<file path="src/rtl/infix_to_postfix_converter_unit_defines.svh">
// Assertion macros for the infix to postfix converter RTL.
// Each macro expects i_clk and i_rst_n to be visible where it is used.
`ifndef INFIX_TO_POSTFIX_CONVERTER_UNIT_DEFINES_SVH
`define INFIX_TO_POSTFIX_CONVERTER_UNIT_DEFINES_SVH

// A condition that must hold at every clock edge out of reset.
`define IPC_ASSERT_ALWAYS(lbl, expr, msg) \
    lbl: assert property (@(posedge i_clk) disable iff (!i_rst_n) (expr)) else $error(msg);

// A condition that must hold in the cycle after a trigger.
`define IPC_ASSERT_NEXT(lbl, ante, cons, msg) \
    lbl: assert property (@(posedge i_clk) disable iff (!i_rst_n) (ante) |=> (cons)) \
        else $error(msg);

`endif

</file>
<file path="src/rtl/ipc_pkg.sv">
// Shared types, constants and lookup functions of the infix to postfix converter.
// No dependencies; every RTL module of the converter imports this package.
`default_nettype none

package ipc_pkg;

    localparam int STACK_DEPTH = 16;
    localparam int CNT_W       = $clog2(STACK_DEPTH + 1);
    localparam int IDX_W       = $clog2(STACK_DEPTH);
    localparam int OP_W        = 4;

    localparam int QUEUE_DEPTH = 4;
    localparam int Q_IDX_W     = $clog2(QUEUE_DEPTH);
    localparam int Q_CNT_W     = $clog2(QUEUE_DEPTH + 1);

    localparam logic [7:0] CH_LPAREN  = 8'h28;
    localparam logic [7:0] CH_RPAREN  = 8'h29;
    localparam logic [7:0] CH_PIPE    = 8'h7C;
    localparam logic [7:0] CH_CARET   = 8'h5E;
    localparam logic [7:0] CH_AMP     = 8'h26;
    localparam logic [7:0] CH_PLUS    = 8'h2B;
    localparam logic [7:0] CH_MINUS   = 8'h2D;
    localparam logic [7:0] CH_STAR    = 8'h2A;
    localparam logic [7:0] CH_SLASH   = 8'h2F;
    localparam logic [7:0] CH_PERCENT = 8'h25;
    localparam logic [7:0] CH_SPACE   = 8'h20;
    localparam logic [7:0] CH_NEWLINE = 8'h0A;
    localparam logic [7:0] CH_NUL     = 8'h00;

    localparam logic [OP_W-1:0] OP_LPAREN  = 4'd0;
    localparam logic [OP_W-1:0] OP_OR      = 4'd1;
    localparam logic [OP_W-1:0] OP_XOR     = 4'd2;
    localparam logic [OP_W-1:0] OP_AND     = 4'd3;
    localparam logic [OP_W-1:0] OP_ADD     = 4'd4;
    localparam logic [OP_W-1:0] OP_SUB     = 4'd5;
    localparam logic [OP_W-1:0] OP_MUL     = 4'd6;
    localparam logic [OP_W-1:0] OP_DIV     = 4'd7;
    localparam logic [OP_W-1:0] OP_MOD     = 4'd8;

    localparam logic [1:0] ERR_NONE      = 2'd0;
    localparam logic [1:0] ERR_OVERFLOW  = 2'd1;
    localparam logic [1:0] ERR_UNMATCHED = 2'd2;

    typedef enum logic [1:0] {
        CMD_EMIT  = 2'd0,
        CMD_PUSH  = 2'd1,
        CMD_CLOSE = 2'd2,
        CMD_FLUSH = 2'd3
    } t_cmd_kind;

    // One classified token handed from the front end to the back end.
    typedef struct packed {
        t_cmd_kind       kind;
        logic [7:0]      ch;
        logic [OP_W-1:0] code;
        logic            lead_space;
    } t_cmd;

    typedef struct packed {
        logic            hit;
        logic [OP_W-1:0] code;
    } t_op_lookup;

    function automatic t_op_lookup f_op_lookup(input logic [7:0] ch);
        t_op_lookup r;
        r.hit  = 1'b1;
        r.code = OP_LPAREN;
        case (ch)
            CH_LPAREN:  r.code = OP_LPAREN;
            CH_PIPE:    r.code = OP_OR;
            CH_CARET:   r.code = OP_XOR;
            CH_AMP:     r.code = OP_AND;
            CH_PLUS:    r.code = OP_ADD;
            CH_MINUS:   r.code = OP_SUB;
            CH_STAR:    r.code = OP_MUL;
            CH_SLASH:   r.code = OP_DIV;
            CH_PERCENT: r.code = OP_MOD;
            default:    r.hit  = 1'b0;
        endcase
        return r;
    endfunction

    // Precedence shifted up by one so that the open parenthesis ranks lowest at zero.
    function automatic logic [2:0] f_op_rank(input logic [OP_W-1:0] code);
        logic [2:0] r;
        case (code)
            OP_OR:                   r = 3'd1;
            OP_XOR:                  r = 3'd2;
            OP_AND:                  r = 3'd3;
            OP_ADD, OP_SUB:          r = 3'd4;
            OP_MUL, OP_DIV, OP_MOD:  r = 3'd5;
            default:                 r = 3'd0;
        endcase
        return r;
    endfunction

    function automatic logic [7:0] f_op_char(input logic [OP_W-1:0] code);
        logic [7:0] r;
        case (code)
            OP_LPAREN: r = CH_LPAREN;
            OP_OR:     r = CH_PIPE;
            OP_XOR:    r = CH_CARET;
            OP_AND:    r = CH_AMP;
            OP_ADD:    r = CH_PLUS;
            OP_SUB:    r = CH_MINUS;
            OP_MUL:    r = CH_STAR;
            OP_DIV:    r = CH_SLASH;
            OP_MOD:    r = CH_PERCENT;
            default:   r = CH_NUL;
        endcase
        return r;
    endfunction

endpackage

`default_nettype wire

</file>
<file path="src/rtl/infix_to_postfix_converter_unit.sv">
// An operand byte passes through the command queue and the output register; an operator
// popped by a command passes through the queue, the pop state and the output register.
// Throughput: one operand byte, or one push or close popping nothing, per cycle unless the
// output stalls; each popped operator is followed by a blank and a line end by a newline.
// A four-entry command queue lets input transfers continue while operators are popped.
// Reset is synchronous, active low, and empties the stack, the queue and the status.
`default_nettype none

module infix_to_postfix_converter_unit (
    input  logic       i_clk,
    input  logic       i_rst_n,
    input  logic       i_in_valid,
    output logic       o_in_stall,
    input  logic [7:0] i_ch,
    input  logic       i_line_end,
    output logic       o_out_valid,
    input  logic       i_out_stall,
    output logic [7:0] o_out_char,
    output logic       o_last,
    output logic [1:0] o_error
);
    import ipc_pkg::*;

    logic q_push;
    logic q_pop;
    logic q_full;
    logic q_valid;
    t_cmd front_cmd;
    t_cmd q_head;

    ipc_front u_front (
        .i_clk      (i_clk),
        .i_rst_n    (i_rst_n),
        .i_in_valid (i_in_valid),
        .i_ch       (i_ch),
        .i_line_end (i_line_end),
        .i_q_full   (q_full),
        .o_in_stall (o_in_stall),
        .o_push     (q_push),
        .o_cmd      (front_cmd)
    );

    ipc_queue u_queue (
        .i_clk   (i_clk),
        .i_rst_n (i_rst_n),
        .i_push  (q_push),
        .i_cmd   (front_cmd),
        .i_pop   (q_pop),
        .o_full  (q_full),
        .o_valid (q_valid),
        .o_head  (q_head)
    );

    ipc_back u_back (
        .i_clk       (i_clk),
        .i_rst_n     (i_rst_n),
        .i_q_valid   (q_valid),
        .i_q_head    (q_head),
        .o_q_pop     (q_pop),
        .o_out_valid (o_out_valid),
        .i_out_stall (i_out_stall),
        .o_out_char  (o_out_char),
        .o_last      (o_last),
        .o_error     (o_error)
    );

endmodule

`default_nettype wire

</file>
<file path="src/rtl/ipc_front.sv">
// Front end: takes input transfers, tracks operand mode and classifies each byte.
// Depends on ipc_pkg; feeds ipc_queue.
`default_nettype none

module ipc_front (
    input  logic          i_clk,
    input  logic          i_rst_n,
    input  logic          i_in_valid,
    input  logic [7:0]    i_ch,
    input  logic          i_line_end,
    input  logic          i_q_full,
    output logic          o_in_stall,
    output logic          o_push,
    output ipc_pkg::t_cmd o_cmd
);
    import ipc_pkg::*;

    logic       r_in_operand;
    logic       n_in_operand;
    logic       accept;
    t_op_lookup lk;

    assign o_in_stall = i_q_full;
    assign accept     = i_in_valid && !i_q_full;
    assign lk         = f_op_lookup(i_ch);

    always_comb begin
        n_in_operand     = r_in_operand;
        o_push           = 1'b0;
        o_cmd.kind       = CMD_EMIT;
        o_cmd.ch         = i_ch;
        o_cmd.code       = lk.code;
        o_cmd.lead_space = r_in_operand;
        if (accept) begin
            if (i_line_end) begin
                o_cmd.kind   = CMD_FLUSH;
                o_push       = 1'b1;
                n_in_operand = 1'b0;
            end else if (r_in_operand) begin
                // Inside an operand every byte is copied; a blank closes it.
                o_push = 1'b1;
                if (i_ch == CH_SPACE) begin
                    n_in_operand = 1'b0;
                end
            end else if (i_ch == CH_SPACE) begin
                o_push = 1'b0;
            end else if (i_ch == CH_RPAREN) begin
                o_cmd.kind = CMD_CLOSE;
                o_push     = 1'b1;
            end else if (lk.hit) begin
                o_cmd.kind = CMD_PUSH;
                o_push     = 1'b1;
            end else begin
                o_push       = 1'b1;
                n_in_operand = 1'b1;
            end
        end
    end

    always_ff @(posedge i_clk) begin
        if (!i_rst_n) begin
            r_in_operand <= 1'b0;
        end else begin
            r_in_operand <= n_in_operand;
        end
    end

endmodule

`default_nettype wire

</file>
<file path="src/rtl/ipc_queue.sv">
// Short command queue between the front end and the back end.
// Depends on ipc_pkg for the command type and the depth.
`default_nettype none

module ipc_queue (
    input  logic          i_clk,
    input  logic          i_rst_n,
    input  logic          i_push,
    input  ipc_pkg::t_cmd i_cmd,
    input  logic          i_pop,
    output logic          o_full,
    output logic          o_valid,
    output ipc_pkg::t_cmd o_head
);
    import ipc_pkg::*;

    t_cmd                r_mem [QUEUE_DEPTH];
    logic [Q_IDX_W-1:0]  r_wr_ptr;
    logic [Q_IDX_W-1:0]  r_rd_ptr;
    logic [Q_CNT_W-1:0]  r_count;
    logic [Q_CNT_W-1:0]  n_count;

    assign o_full  = r_count == Q_CNT_W'(QUEUE_DEPTH);
    assign o_valid = r_count != '0;
    assign o_head  = r_mem[r_rd_ptr];

    always_comb begin
        n_count = r_count;
        case ({i_push, i_pop})
            2'b10:   n_count = r_count + Q_CNT_W'(1);
            2'b01:   n_count = r_count - Q_CNT_W'(1);
            default: n_count = r_count;
        endcase
    end

    always_ff @(posedge i_clk) begin
        if (i_push) begin
            r_mem[r_wr_ptr] <= i_cmd;
        end
    end

    always_ff @(posedge i_clk) begin
        if (!i_rst_n) begin
            r_wr_ptr <= '0;
            r_rd_ptr <= '0;
            r_count  <= '0;
        end else begin
            if (i_push) begin
                r_wr_ptr <= r_wr_ptr + Q_IDX_W'(1);
            end
            if (i_pop) begin
                r_rd_ptr <= r_rd_ptr + Q_IDX_W'(1);
            end
            r_count <= n_count;
        end
    end

endmodule

`default_nettype wire

</file>
<file path="src/rtl/ipc_back.sv">
// Back end: operator stack, pop sequencer and output register.
// Depends on ipc_pkg and the assertion macros header; drains ipc_queue.
`default_nettype none

`include "infix_to_postfix_converter_unit_defines.svh"

module ipc_back (
    input  logic          i_clk,
    input  logic          i_rst_n,
    input  logic          i_q_valid,
    input  ipc_pkg::t_cmd i_q_head,
    output logic          o_q_pop,
    output logic          o_out_valid,
    input  logic          i_out_stall,
    output logic [7:0]    o_out_char,
    output logic          o_last,
    output logic [1:0]    o_error
);
    import ipc_pkg::*;

    typedef enum logic [3:0] {
        ST_IDLE = 4'b0001,
        ST_OP   = 4'b0010,
        ST_SP   = 4'b0100,
        ST_NL   = 4'b1000
    } t_state;

    t_state            r_state;
    t_state            n_state;
    logic [OP_W-1:0]   r_stack [STACK_DEPTH];
    logic [CNT_W-1:0]  r_count;
    logic [CNT_W-1:0]  n_count;
    logic [1:0]        r_err;
    logic [1:0]        n_err;
    logic [OP_W-1:0]   r_pop_code;
    logic [OP_W-1:0]   n_pop_code;

    logic              r_out_valid;
    logic [7:0]        r_out_char;
    logic              r_out_last;
    logic [1:0]        r_out_err;

    logic              can_emit;
    logic              emit;
    logic              emit_last;
    logic [7:0]        emit_char;
    logic              do_pop;
    logic              do_finish;
    logic              stack_we;
    logic [IDX_W-1:0]  top_idx;
    logic [IDX_W-1:0]  wr_idx;
    logic [OP_W-1:0]   top_code;
    logic              have_top;
    logic              stack_full;
    logic              more;
    logic              nl_done;
    logic              state_clear;
    logic              err_hold;

    assign top_idx    = IDX_W'(r_count - CNT_W'(1));
    assign wr_idx     = IDX_W'(r_count);
    assign top_code   = r_stack[top_idx];
    assign have_top   = r_count != '0;
    assign stack_full = r_count >= CNT_W'(STACK_DEPTH);
    assign can_emit   = !r_out_valid || !i_out_stall;

    // Whether the current command pops another entry off the stack.
    always_comb begin
        case (i_q_head.kind)
            CMD_PUSH:  more = have_top && (i_q_head.code != OP_LPAREN) &&
                              (f_op_rank(top_code) >= f_op_rank(i_q_head.code));
            CMD_CLOSE: more = have_top && (top_code != OP_LPAREN);
            CMD_FLUSH: more = have_top;
            default:   more = 1'b0;
        endcase
    end

    always_comb begin
        n_state    = r_state;
        n_count    = r_count;
        n_err      = r_err;
        n_pop_code = r_pop_code;
        o_q_pop    = 1'b0;
        emit       = 1'b0;
        emit_last  = 1'b0;
        emit_char  = CH_SPACE;
        do_pop     = 1'b0;
        do_finish  = 1'b0;
        stack_we   = 1'b0;

        case (r_state)
            ST_IDLE: begin
                if (i_q_valid) begin
                    case (i_q_head.kind)
                        CMD_EMIT: begin
                            if (can_emit) begin
                                emit      = 1'b1;
                                emit_char = i_q_head.ch;
                                emit_last = 1'b1;
                                o_q_pop   = 1'b1;
                            end
                        end
                        CMD_FLUSH: begin
                            // An open operand is closed with a blank before the flush.
                            if (!i_q_head.lead_space || can_emit) begin
                                emit = i_q_head.lead_space;
                                if (more) begin
                                    do_pop = 1'b1;
                                end else begin
                                    n_state = ST_NL;
                                end
                            end
                        end
                        default: begin
                            if (more) begin
                                do_pop = 1'b1;
                            end else begin
                                do_finish = 1'b1;
                            end
                        end
                    endcase
                end
            end
            ST_OP: begin
                if (can_emit) begin
                    emit      = 1'b1;
                    emit_char = f_op_char(r_pop_code);
                    n_state   = ST_SP;
                end
            end
            ST_SP: begin
                if (can_emit) begin
                    emit      = 1'b1;
                    emit_last = (i_q_head.kind != CMD_FLUSH) && !more;
                    if (more) begin
                        do_pop = 1'b1;
                    end else if (i_q_head.kind == CMD_FLUSH) begin
                        n_state = ST_NL;
                    end else begin
                        do_finish = 1'b1;
                    end
                end
            end
            ST_NL: begin
                if (can_emit) begin
                    emit      = 1'b1;
                    emit_char = CH_NEWLINE;
                    emit_last = 1'b1;
                    n_err     = ERR_NONE;
                    o_q_pop   = 1'b1;
                    n_state   = ST_IDLE;
                end
            end
            default: begin
                n_state = ST_IDLE;
            end
        endcase

        if (do_pop) begin
            n_pop_code = top_code;
            n_count    = r_count - CNT_W'(1);
            n_state    = ST_OP;
        end

        // End of a push or a close: store the operator or drop the matching parenthesis, else flag an error.
        if (do_finish) begin
            o_q_pop = 1'b1;
            n_state = ST_IDLE;
            if (i_q_head.kind == CMD_PUSH) begin
                if (stack_full) begin
                    if (r_err == ERR_NONE) begin
                        n_err = ERR_OVERFLOW;
                    end
                end else begin
                    stack_we = 1'b1;
                    n_count  = r_count + CNT_W'(1);
                end
            end else if (have_top) begin
                n_count = r_count - CNT_W'(1);
            end else if (r_err == ERR_NONE) begin
                n_err = ERR_UNMATCHED;
            end
        end
    end

    always_ff @(posedge i_clk) begin
        if (stack_we) begin
            r_stack[wr_idx] <= i_q_head.code;
        end
    end

    always_ff @(posedge i_clk) begin
        if (!i_rst_n) begin
            r_state     <= ST_IDLE;
            r_count     <= '0;
            r_err       <= ERR_NONE;
            r_out_valid <= 1'b0;
        end else begin
            r_state <= n_state;
            r_count <= n_count;
            r_err   <= n_err;
            if (emit) begin
                r_out_valid <= 1'b1;
            end else if (!i_out_stall) begin
                r_out_valid <= 1'b0;
            end
        end
    end

    always_ff @(posedge i_clk) begin
        r_pop_code <= n_pop_code;
        if (emit) begin
            r_out_char <= emit_char;
            r_out_last <= emit_last;
            r_out_err  <= r_err;
        end
    end

    assign o_out_valid = r_out_valid;
    assign o_out_char  = r_out_char;
    assign o_last      = r_out_last;
    assign o_error     = r_out_err;

    assign nl_done     = (r_state == ST_NL) && can_emit;
    assign state_clear = (r_err == ERR_NONE) && (r_count == '0);
    assign err_hold    = (r_err != ERR_NONE) && (r_state != ST_NL);

    `IPC_ASSERT_ALWAYS(a_count_bound, r_count <= CNT_W'(STACK_DEPTH), "stack count beyond depth")
    `IPC_ASSERT_NEXT(a_flush_clears, nl_done, state_clear, "line end left state behind")
    `IPC_ASSERT_NEXT(a_err_sticky, err_hold, $stable(r_err), "error status changed early")

endmodule

`default_nettype wire
</file>
<file path="config.mk">
export PLATFORM = sky130hd
export DESIGN_NAME = infix_to_postfix_converter_unit
export DESIGN_NICKNAME = d
export VERILOG_FILES = /design/src/rtl/ipc_pkg.sv /design/src/rtl/infix_to_postfix_converter_unit.sv /design/src/rtl/ipc_front.sv /design/src/rtl/ipc_queue.sv /design/src/rtl/ipc_back.sv
export VERILOG_INCLUDE_DIRS = /design/src /design/src/rtl
export SDC_FILE = /design/constraint.sdc
export NUM_CORES = 1
export LEC_CHECK = 0
export BUFFER_PORTS_ARGS = -buffer_cell sky130_fd_sc_hd__buf_2
export CAP_MARGIN = 10
export CORE_MARGIN = 2
export CORE_UTILIZATION = 55
export CTS_CLUSTER_DIAMETER = 30
export DETAILED_ROUTE_END_ITERATION = 6
export GPL_ROUTABILITY_DRIVEN = 0
export PLACE_DENSITY = 0.71
export SLEW_MARGIN = 20
export SYNTH_ARGS = -nofsm -noshare
export SYNTH_HDL_FRONTEND = slang
export SYNTH_SLANG_ARGS = --single-unit
</file>
<file path="constraint.sdc">
create_clock -name i_clk -period 13.95 [get_ports i_clk]
set_clock_uncertainty 0.15 [all_clocks]
set_input_delay 2.0925 -clock i_clk [delete_from_list [all_inputs] [get_ports i_clk]]
set_output_delay 2.0925 -clock i_clk [all_outputs]
set_load 0.02 [all_outputs]
</file>
==> results of run 1 <==
## routing by layer
metal	GRT usage [%]	vias up	share of wire [%]
met3	5.05	17	5.6
met2	36.1	151	49
li1	-	2380	-
met1	30.4	2486	44
met5	0	-	0
met4	7.12	0	1.3
## layout by cell type (no fill, tap or decap), types with 4 or more instances in the layout
master     Yosys  routed
mux2_2         5       5
mux2i_1       32      32
o21ai_0        9       9
nand2_1       39      39
xnor2_1        5       5
nor4_1         5       5
o22ai_1        4       4
or4_1          4       4
nand2b_1      11      11
dfxtp_1       28      28
or3_1          4       4
ha_1          23      23
and2_1        10      10
inv_1         25      25
nor3_1        17      17
clkbuf_16      0      17
mux4_2        23      23
inv_8          0       5
edfxtp_1     139     139
clkinv_8       0       4
a22oi_1        4       4
and3_1         7       7
nor2b_1        5       5
a211oi_1       4       4
nor3b_1       10      10
buf_2          7      25
nand3_1       15      15
nand3b_1       6       6
xor2_1         4       4
a21oi_1       29      28
nor2_1        66      66
## worst register-to-register path: stages, from the launching register on
cell	delay, ps
dfxtp_1	340
clkinv_1	270
ha_1	610
buf_4	410
mux2i_1	170
mux4_2	530
mux2i_1	450
mux2i_1	140
a21o_1	200
ha_1	270
nand2b_1	90
a211oi_1	70
o31ai_1	420
o221ai_1	300
a31oi_4	630
mux2i_1	460
inv_1	120
ha_1	190
nor2b_1	130
a2111oi_2	270
## flip-flops by register name, summed over array words and instances, names as in the netlist, named ones only
signal	cells
u_back.r_pop_code	4
u_back.r_count	5
u_back.r_err	2
u_back.o_out_valid	1
u_back.o_last	1
u_queue.r_mem	60
u_back.r_stack	64
u_queue.r_count	3
u_back.r_state	4
u_queue.r_wr_ptr	2
u_queue.r_rd_ptr	2
u_front.r_in_operand	1
u_back.o_out_char	8
u_back.o_error	2
## metrics by stage
step	hold WS [ps]	power (mW)	setup slack (ps)
floorplan	295	1.18	8560
global placement	336	1.31	7790
detailed placement	329	1.33	7530
CTS	357	1.81	7490
global route	368	1.91	7170
finish	360	1.81	7640
## area by class of cell
cell class | count | area, um^2 | share of cell area (%)
clock buffers | 17 | 425 | 4.78
flip-flops and latches | 167 | 4730 | 53.2
repair buffers | 28 | 148 | 1.66
multi-input cells | 398 | 3080 | 34.6
clock inverters | 15 | 188 | 2.11
well taps | 184 | 230 | 2.59
inverters | 26 | 97.6 | 1.10
## worst paths after layout
kind / endpoint / cells after the start / slack (ps) / startpoint
worst max-delay path: flip-flop / 19 / 7640 / u_back.r_count[0]
worst min-delay path: u_back.o_error[1] / 0 / 360 / u_back.r_err[1]
worst max register to register: flip-flop / 19 / 7640 / u_back.r_count[0]
worst min register to register: u_back.o_error[1] / 0 / 360 / u_back.r_err[1]
## where the power goes
group | leakage [nW] | internal [mW] | switching [mW]
logic | 1.26 | 0.255 | 0.411
clock network | 0.296 | 0.246 | 0.229
registers | 1.50 | 0.626 | 0.0408
total | 3.06 | 1.13 | 0.681
## kinds of logic (layout without fill, tap and decap cells)
group                    after synthesis  after routing
AND/OR/NAND/NOR                      213            213
AO/OA/AOI/OAI                         89             89
XOR/XNOR                              11             11
adder cells (fa/ha/maj)               24             24
multiplexers                          61             61
flip-flops                           167            167
buffers and inverters                 55             86
==> results.md, run 1 <==
- Largest net degree at the start of global routing: 33
- Area Overhead vs Synth: 10.6%
- DP HPWL: 11400 um
- RSZ-0062 raised after global routing: false
- Htree depth: 4
- Area after DPL: 0.00827 mm^2
- Flops & latches, synth: 167
- Starting Density: 55.8%
- Static leakage: 3.06 nW
- Hold-fix buffers, CTS: 0
- Initial antenna violation count: 0
- Final period utilization: 45.2%
- Root Driver: clkbuf_16
- Final Cell Area: 0.00890 mm^2
- Worst min path class: flip-flop to flip-flop
- CP startpoint kind: flip-flop
- Clock slew seen by the registers of the worst setup and hold paths: 80 ps
- Pwr dens: 203 mW/mm^2
- Syn_area_per_cell: 13.0 um^2
- Maximum clock path buffer count: 2
- Worst VDD drop: 0.104 mV
- Crit path largest cell delay: 630 ps
- Fill cells: 1062
- WP data arrival: 6490 ps
- WP data required: 14130 ps
- # setup viols final: 0
- Slowest cell on the critical path: a31oi_4
- Die Y: 125 um
- Library cells used by synthesis: 72
- Global route overflow: 0
- Highest achievable clock rate: 159 MHz
- Setup Fix Bufs, Post-CTS: 0
- Detailed Route WL: 16600 um
- Slew at the pin closest to its max-slew limit: 1040 ps
- Max-slew headroom: 30.2%
- Most frequent cell on the critical path: mux2i_1
- Asr flop ratio synth: 0%
- Min Tclk post-route: 6310 ps
- Final Hold Vio Count: 0
- Synth Net Count: 657
- CTS tree: built
- Worst skew pair latency: 440 ps
- Port Buffers: 25
- Synthesized instance count: 620
- Num rows: 44
- Max-slew violation count: 0
- TritonCTS Buffers: 17
- Synth Area in Simple Gates: 13.5%
- Critical path capture point type: flip-flop
- DR vias/cell: 6.03
- Crit path kind: flip-flop to flip-flop
- First-pass GRT wire length: 26800 um
- Routed WL per cell: 19.9 um
- Antenna-violating nets left: 0
- Critical path buffers and inverters: 3
- Area contributors post-synth: edfxtp_1, dfxtp_1, mux4_2
- Cell total after placement: 803
- CTS sink cnt: 167
- Vias in the first global route: 4989
- DR pass1 iterations: 5
- Critical path fanouts, max: 32
- Commonest cells post-synth: edfxtp_1, nor2_1, nand2_1, mux2i_1, a21oi_1
- Chip Width: 125 um
- Layout Nets: 675
- Total track usage: 22.3%
- Status: complete, no violations
- MaxCap Viol Count: 0
- CP top delay family: compound AO/OA/AOI/OAI gates
- Residual DRC: 0
- Dominant cell type by area after synthesis: edfxtp_1
- Most frequent cell after synthesis: edfxtp_1
- Final Util: 61.7%
- Adder-Cell Fraction of Synth Area: 3.82%
- Synth warn: 0
- Initial DRC Count: 467
- Die area: 0.0156 mm^2
- Post-synthesis compound-gate area fraction: 8.10%
- Primary FF master, synth: edfxtp_1
- Mux share of post-synthesis cell area: 11.3%
- Cell Count, Final, Fillers Out: 835
- Post-cts resize count: 0
- Share of cells above drive strength 1: 16.1%
- Vias: 5034
- Core box area: 0.0144 mm^2
- Yosys top cell area share: 51.9%
- Cell Chain, Critical Path: clkinv_1, ha_1, buf_4, mux2i_1, mux4_2, mux2i_1, mux2i_1, a21o_1, ha_1, nand2b_1, a211oi_1, o31ai_1, o221ai_1, a31oi_4, mux2i_1, inv_1, ha_1, nor2b_1, a2111oi_2
- Main combinational cell family by area after synthesis: simple AND/OR/NAND/NOR gates
- Xor/xnor share of the synthesized area: 1.38%
- Setup TNS: 0 ps
- Io pins: 26
- Seq/Total Area, Yosys: 58.8%
- # diodes: 0
- Number of flops mapped to enable cells by yosys: 139
- Synthesized area: 0.00805 mm^2
(Power assumes the default switching activity.)
==> run 2: changes to the inputs <==
==> constraint.sdc (replaced) <==
create_clock -name i_clk -period 6.34 [get_ports i_clk]
set_clock_uncertainty 0.15 [all_clocks]
set_input_delay 0.951 -clock i_clk [delete_from_list [all_inputs] [get_ports i_clk]]
set_output_delay 0.951 -clock i_clk [all_outputs]
set_load 0.02 [all_outputs]
==> run 2 against run 1 <==
Combinational power rose by 120%. Clock-buffer cell count unchanged. Register-to-register slack lost 7200 ps. Die area unchanged. Critical path type unchanged. Highest routed layer unchanged. Maximum frequency rose by 7.0%. Sequential cell count did not move. Setup slack got worse by 7200 ps.
==> results.md, run 2 (same netlist as run 1, synthesis figures left out) <==
- Status: complete, no violations
- Crit path largest cell delay: 400 ps (-230 ps)
- DR pass1 iterations: 5 (unchanged)
- Max-slew violation count: 0 (unchanged)
- WHS: 365 ps (+5.32 ps)
- Worst min path class: flip-flop to flip-flop
- Critical path capture point type: flip-flop
- First-pass GRT wire length: 27000 um (+0.98%)
- CTS sink cnt: 167 (unchanged)
- Clk network pwr share: 25.7% (-0.6 points)
- Routed WL per cell: 19.9 um (about the same)
- MaxCap Viol Count: 0 (unchanged)
- # diodes: 0 (unchanged)
- Commonest non-fill, non-tap cells in the layout: edfxtp_1, nor2_1, nand2_1
- DP HPWL: 11500 um (+1.1%)
- Static leakage: 3.06 nW (about the same)
- Die Y: 125 um (unchanged)
- Crit path kind: flip-flop to flip-flop
- Area Overhead vs Synth: 10.7%
- Maximum clock path buffer count: 2 (unchanged)
- Slowest cell on the critical path: mux2_2
- # setup viols final: 0 (unchanged)
- Highest achievable clock rate: 170 MHz (+7.0%)
- Chip Width: 125 um (unchanged)
- Port Buffers: 25 (unchanged)
- CTS tree: built
- Worst skew pair latency: 430 ps (about the same)
- Initial antenna violation count: 0 (unchanged)
- Setup Fix Bufs, Post-CTS: 0 (unchanged)
- Io pins: 26 (unchanged)
- Clock slew seen by the registers of the worst setup and hold paths: 70 ps (about the same)
- M1 wire length: 7190 um (-1.5%)
- Worst VDD drop: 0.229 mV (+120%)
- Num rows: 44 (unchanged)
- Antenna-violating nets left: 0 (unchanged)
- DP Worst Slack: 372 ps (-7160 ps)
- Root Driver: clkbuf_16
- Critical path fanouts, max: 18 (-44%)
- Global route overflow: 0 (unchanged)
- CP top delay family: compound AO/OA/AOI/OAI gates
- Part of the power in registers: 36.9% (about the same)
- Starting Density: 55.8% (unchanged)
- Slew at the pin closest to its max-slew limit: 974 ps (-63.7 ps)
- Met3 WL: 835 um (-10%)
- Largest net degree at the start of global routing: 40 (+21%)
- DR WL met2: 8350 um (+2.0%)
- DR vias/cell: 6.05 (+0.38%)
- Min Tclk post-route: 5890 ps (-411 ps)
- Initial DRC Count: 621 (+33%)
- Cell Chain, Critical Path: clkinv_1, ha_1, xnor2_2, buf_4, mux2_2, o41ai_4, and2_1, mux2i_1, a21o_1, ha_1, nand2b_1, a211oi_1, o31ai_1, a22oi_1, o211ai_4, nand3_1, ha_1, inv_1, fa_1, xor2_1, or3_1, a21oi_1
- Max-slew headroom: 34.5% (+4.3 points)
- Final Cell Area: 0.00891 mm^2 (+0.11%)
- Internal: 2.47 mW (+120%)
- Critical path buffers and inverters: 3 (unchanged)
- Core box area: 0.0144 mm^2 (unchanged)
- Htree depth: 4 (unchanged)
- Largest Register: u_back.r_stack
- Final period utilization: 93.0% (+48 points)
- Area after DPL: 0.00829 mm^2 (+0.18%)
- Net Sw Power: 1.49 mW (+120%)
- Setup TNS: 0 ps (unchanged)
- Most frequent cell on the critical path: ha_1
- Total power: 3.97 mW (+120%)
- Detailed Route WL: 16700 um (+0.33%)
- Combinational power share: 37.4% (+0.5 points)
- Top Metal Used: met4
- Reg-to-reg setup timing slack: 450 ps (-7200 ps)
- Die area: 0.0156 mm^2 (unchanged)
- Setup ws final: 446 ps (-7200 ps)
- Most common cell after layout, fill and taps aside: edfxtp_1
- CP startpoint kind: flip-flop
- Layout Nets: 677 (+0.30%)
- Sw frac: 37.6% (-0.057 points)
- Pwr dens: 445 mW/mm^2 (+120%)
- TritonCTS Buffers: 17 (unchanged)
- Residual DRC: 0 (unchanged)
- Vias in the first global route: 5090 (+2.0%)
- Vias: 5065 (+0.62%)
- Final Hold Vio Count: 0 (unchanged)
- Max reg flops: 64 (unchanged)
- Total track usage: 22.3% (about the same)
- WP data arrival: 6100 ps (-390 ps)
- Share of cells above drive strength 1: 16.4% (+0.26 points)
- WP data required: 6540 ps (-7590 ps)
- RSZ-0062 raised after global routing: false
==> run 2: cell count changes in the layout (fill, tap and decap cells not counted), sizes merged <==
cell	change
clkinv	+3
clkinvlp	+1
inv	-4
buf	+2
==> run 2: repair_timing <==
item,CTS,global route
resized for setup,0,2
hold buffers,0,0
endpoints found under the setup margin,0,1
==> run 2: per-stage QoR <==
step | util [%] | cells
after global placement | 57.4 | 805
final | 61.8 | 837
after CTS | 61.6 | 837
after detailed placement | 57.4 | 805
after global routing | 61.8 | 837
after floorplan | - | 620
==> run 2: layer usage <==
| layer | global-route usage [%] | vias to the layer above |
|---|---|---|
| li1 | - | 2371 |
| met1 | 30.4 | 2517 |
| met2 | 36.8 | 155 |
| met3 | 4.07 | 22 |
| met4 | 7.25 | 0 |
| met5 | 0 | - |
==> run 2: final timing paths <==
kind | start | to | cells past startpoint
worst max-delay path | u_back.r_count[0] | u_queue.r_count[2] | 22
worst min-delay path | u_back.r_err[1] | u_back.o_error[1] | 0
worst max register to register | u_back.r_count[0] | u_queue.r_count[2] | 22
worst min register to register | u_back.r_err[1] | u_back.o_error[1] | 0
==> run 2: power groups by stage <==
stage | sequential [mW] | combinational, mW | clock [mW]
after CTS | 1.46 | 1.47 | 1.04
after floorplan | 1.46 | 1.14 | 0
after detailed placement | 1.49 | 1.46 | 0
after global routing | 1.48 | 1.63 | 1.08
final | 1.47 | 1.48 | 1.02
after global placement | 1.48 | 1.40 | 0
==> run 2: cell type report <==
class / instances / area [um^2]
Clock buffer: 17 / 425
Clock inverter: 15 / 181
Fill cell: 1087 / 5520
Inverter: 26 / 97.6
Multi-Input combinational cell: 398 / 3070
Sequential cell: 167 / 4730
Tap cell: 184 / 230
Timing Repair Buffer: 30 / 166
==> run 3: changes to the inputs <==
==> constraint.sdc (replaced) <==
create_clock -name i_clk -period 7 [get_ports i_clk]
set_clock_uncertainty 0.15 [all_clocks]
set_input_delay 1.05 -clock i_clk [delete_from_list [all_inputs] [get_ports i_clk]]
set_output_delay 1.05 -clock i_clk [all_outputs]
set_load 0.02 [all_outputs]
==> run 3 against run 2 <==
Clock power decreased by 5%. Setup slack improved by 430 ps. Worst hold slack got worse by 2.0 ps. Cell count unchanged. Global-route usage about the same. Routed wire length increased by 0.31%. Combinational power decreased by 10%. First-iteration DRC count decreased by 2.6%. Maximum frequency decreased by 3.8%. Final area increased by 0.20%. Critical path depth unchanged. Sequential cell count unchanged. Highest routed layer unchanged.
==> results.md, run 3 (same netlist as run 1, synthesis figures left out) <==
- Num rows: 44 (unchanged)
- Max-slew violation count: 0 (unchanged)
- Pwr dens: 405 mW/mm^2 (-9.0%)
- DR pass1 iterations: 6 (+1)
- CTS tree: built
- # diodes: 0 (unchanged)
- Area Overhead vs Synth: 10.9%
- Final Hold Vio Count: 0 (unchanged)
- DP HPWL: 11500 um (+0.13%)
- Io pins: 26 (unchanged)
- Vias in the first global route: 5018 (-1.4%)
- Worst skew pair latency: 440 ps (about the same)
- Antenna-violating nets left: 0 (unchanged)
- Post-cts resize count: 0 (unchanged)
- Detailed Route WL: 16700 um (+0.31%)
- Core box area: 0.0144 mm^2 (unchanged)
- Total track usage: 22.3% (-0.034 points)
- WP data required: 7220 ps (+680 ps)
- Crit path kind: flip-flop to flip-flop
- Static leakage: 3.08 nW (+0.54%)
- Die Y: 125 um (unchanged)
- Setup TNS: 0 ps (unchanged)
- Routed WL per cell: 20.0 um (+0.31%)
- Max reg flops: 64 (unchanged)
- Setup ws final: 876 ps (+429 ps)
- Port Buffers: 25 (unchanged)
- First-pass GRT wire length: 26800 um (-0.66%)
- Net Sw Power: 1.37 mW (-8.2%)
- Chip Width: 125 um (unchanged)
- Most frequent cell on the critical path: ha_1
- Part of the power in registers: 36.7% (-0.2 points)
- Highest achievable clock rate: 163 MHz (-3.8%)
- MaxCap Viol Count: 0 (unchanged)
- Setup Fix Bufs, Post-CTS: 0 (unchanged)
- Residual DRC: 0 (unchanged)
- # setup viols final: 0 (unchanged)
- Worst VDD drop: 0.269 mV (+18%)
- Critical path capture point type: flip-flop
- WP data arrival: 6340 ps (+240 ps)
- DR vias/cell: 6.09 (+0.57%)
- CP top delay family: compound AO/OA/AOI/OAI gates
- CP startpoint kind: flip-flop
- Sw frac: 37.9% (+0.24 points)
- Combinational power share: 36.6% (-0.8 points)
- Initial antenna violation count: 0 (unchanged)
- Status: complete, no violations
- Final period utilization: 87.5% (-5.5 points)
- TritonCTS Buffers: 17 (unchanged)
- Cell Chain, Critical Path: clkinv_1, ha_1, xnor2_2, buf_4, mux2i_1, a221oi_1, a31oi_2, nor2_1, a21o_1, ha_1, nand2b_1, a211oi_1, o31ai_1, a22oi_1, o211ai_2, nand3_1, ha_1, inv_1, fa_1, xor2_1, or3_1, a21oi_1
- Global route overflow: 0 (unchanged)
- Clk network pwr share: 26.6% (+0.9 points)
- Layout Nets: 677 (unchanged)
- CTS sink cnt: 167 (unchanged)
- Hold-fix buffers, CTS: 0 (unchanged)
- Commonest non-fill, non-tap cells in the layout: edfxtp_1, nor2_1, nand2_1
- Share of cells above drive strength 1: 16.4% (unchanged)
- Die area: 0.0156 mm^2 (unchanged)
- Largest net degree at the start of global routing: 41 (+2.5%)
- Max-slew headroom: 33.9% (-0.62 points)
- Most common cell after layout, fill and taps aside: edfxtp_1
- Maximum clock path buffer count: 2 (unchanged)
- Slowest cell on the critical path: a31oi_2
- Clock slew seen by the registers of the worst setup and hold paths: 80 ps (about the same)
- Critical path buffers and inverters: 3 (unchanged)
- Vias: 5094 (+0.57%)
- Slew at the pin closest to its max-slew limit: 983 ps (+9.16 ps)
- Starting Density: 55.8% (unchanged)
- Root Driver: clkbuf_16
- Initial DRC Count: 605 (-2.6%)
- Reg-to-reg setup timing slack: 880 ps (+430 ps)
- Internal: 2.25 mW (-9.1%)
- DP Worst Slack: 981 ps (+610 ps)
- Htree depth: 4 (unchanged)
- Min Tclk post-route: 6120 ps (+231 ps)
- Critical path fanouts, max: 17 (-1)
- RSZ-0062 raised after global routing: false
- Crit path largest cell delay: 540 ps (+140 ps)
- Worst min path class: flip-flop to flip-flop
- Largest Register: u_back.r_stack
==> run 3: changes by cell type in the layout (fill, tap and decap cells not counted) <==
cell / change
inv_12: +2
clkinv_4: -1
buf_6: -1
clkinv_8: +2
buf_4: +1
o211ai_4: -1
o211ai_2: +1
inv_8: -1
clkinvlp_4: -2
==> run 3: layer usage <==
metal / up-vias / part of all wire [%] / GRT usage, %
met3: 18 / 5.9 / 5.09
met2: 174 / 49 / 36.1
met4: 0 / 1.5 / 6.54
met5: - / 0 / 0
li1: 2380 / - / -
met1: 2522 / 43 / 30.6
==> run 3: worst register-to-register path, stage by stage (launching register included) <==
cell and delay, ps:
dfxtp_1 340, clkinv_1 260, ha_1 370, xnor2_2 510, buf_4 310, mux2i_1 230
a221oi_1 110, a31oi_2 540, nor2_1 130, a21o_1 180, ha_1 280, nand2b_1 150
a211oi_1 240, o31ai_1 150, a22oi_1 270, o211ai_2 340, nand3_1 230, ha_1 210
inv_1 60, fa_1 390, xor2_1 170, or3_1 320, a21oi_1 140
==> run 3: final timing paths <==
check	cells past startpoint	end	start
setup reg to reg	22	u_queue.r_count[2]	u_back.r_count[0]
hold / removal	0	u_back.o_error[1]	u_back.r_err[1]
hold reg to reg	0	u_back.o_error[1]	u_back.r_err[1]
setup / recovery	22	u_queue.r_count[2]	u_back.r_count[0]
==> run 3: final cells by class <==
class / instances / area, um^2
inverters: 26 / 97.6
clock inverters: 15 / 211
flip-flops and latches: 167 / 4730
fillers: 1095 / 5500
repair buffers: 30 / 163
clock buffers: 17 / 425
well taps: 184 / 230
multi-input cells: 398 / 3060
==> run 3: power by group through the flow <==
stage	Clock [mW]	Combinational (mW)	Sequential, mW
floorplan	0	1.03	1.32
global placement	0	1.27	1.34
detailed placement	0	1.31	1.35
CTS	0.975	1.32	1.33
global route	1.02	1.46	1.34
finish	0.964	1.33	1.33
==> run 3: per-stage QoR <==
stage	utilization (%)	std cells	power [mW]	cell area (um^2)	hold WS, ps
after floorplan	-	620	2.35	8050	295
after global placement	57.4	805	2.61	8290	338
after detailed placement	57.4	805	2.65	8290	350
after CTS	61.9	837	3.62	8920	361
after global routing	61.9	837	3.82	8930	375
final	61.9	837	3.62	8930	363
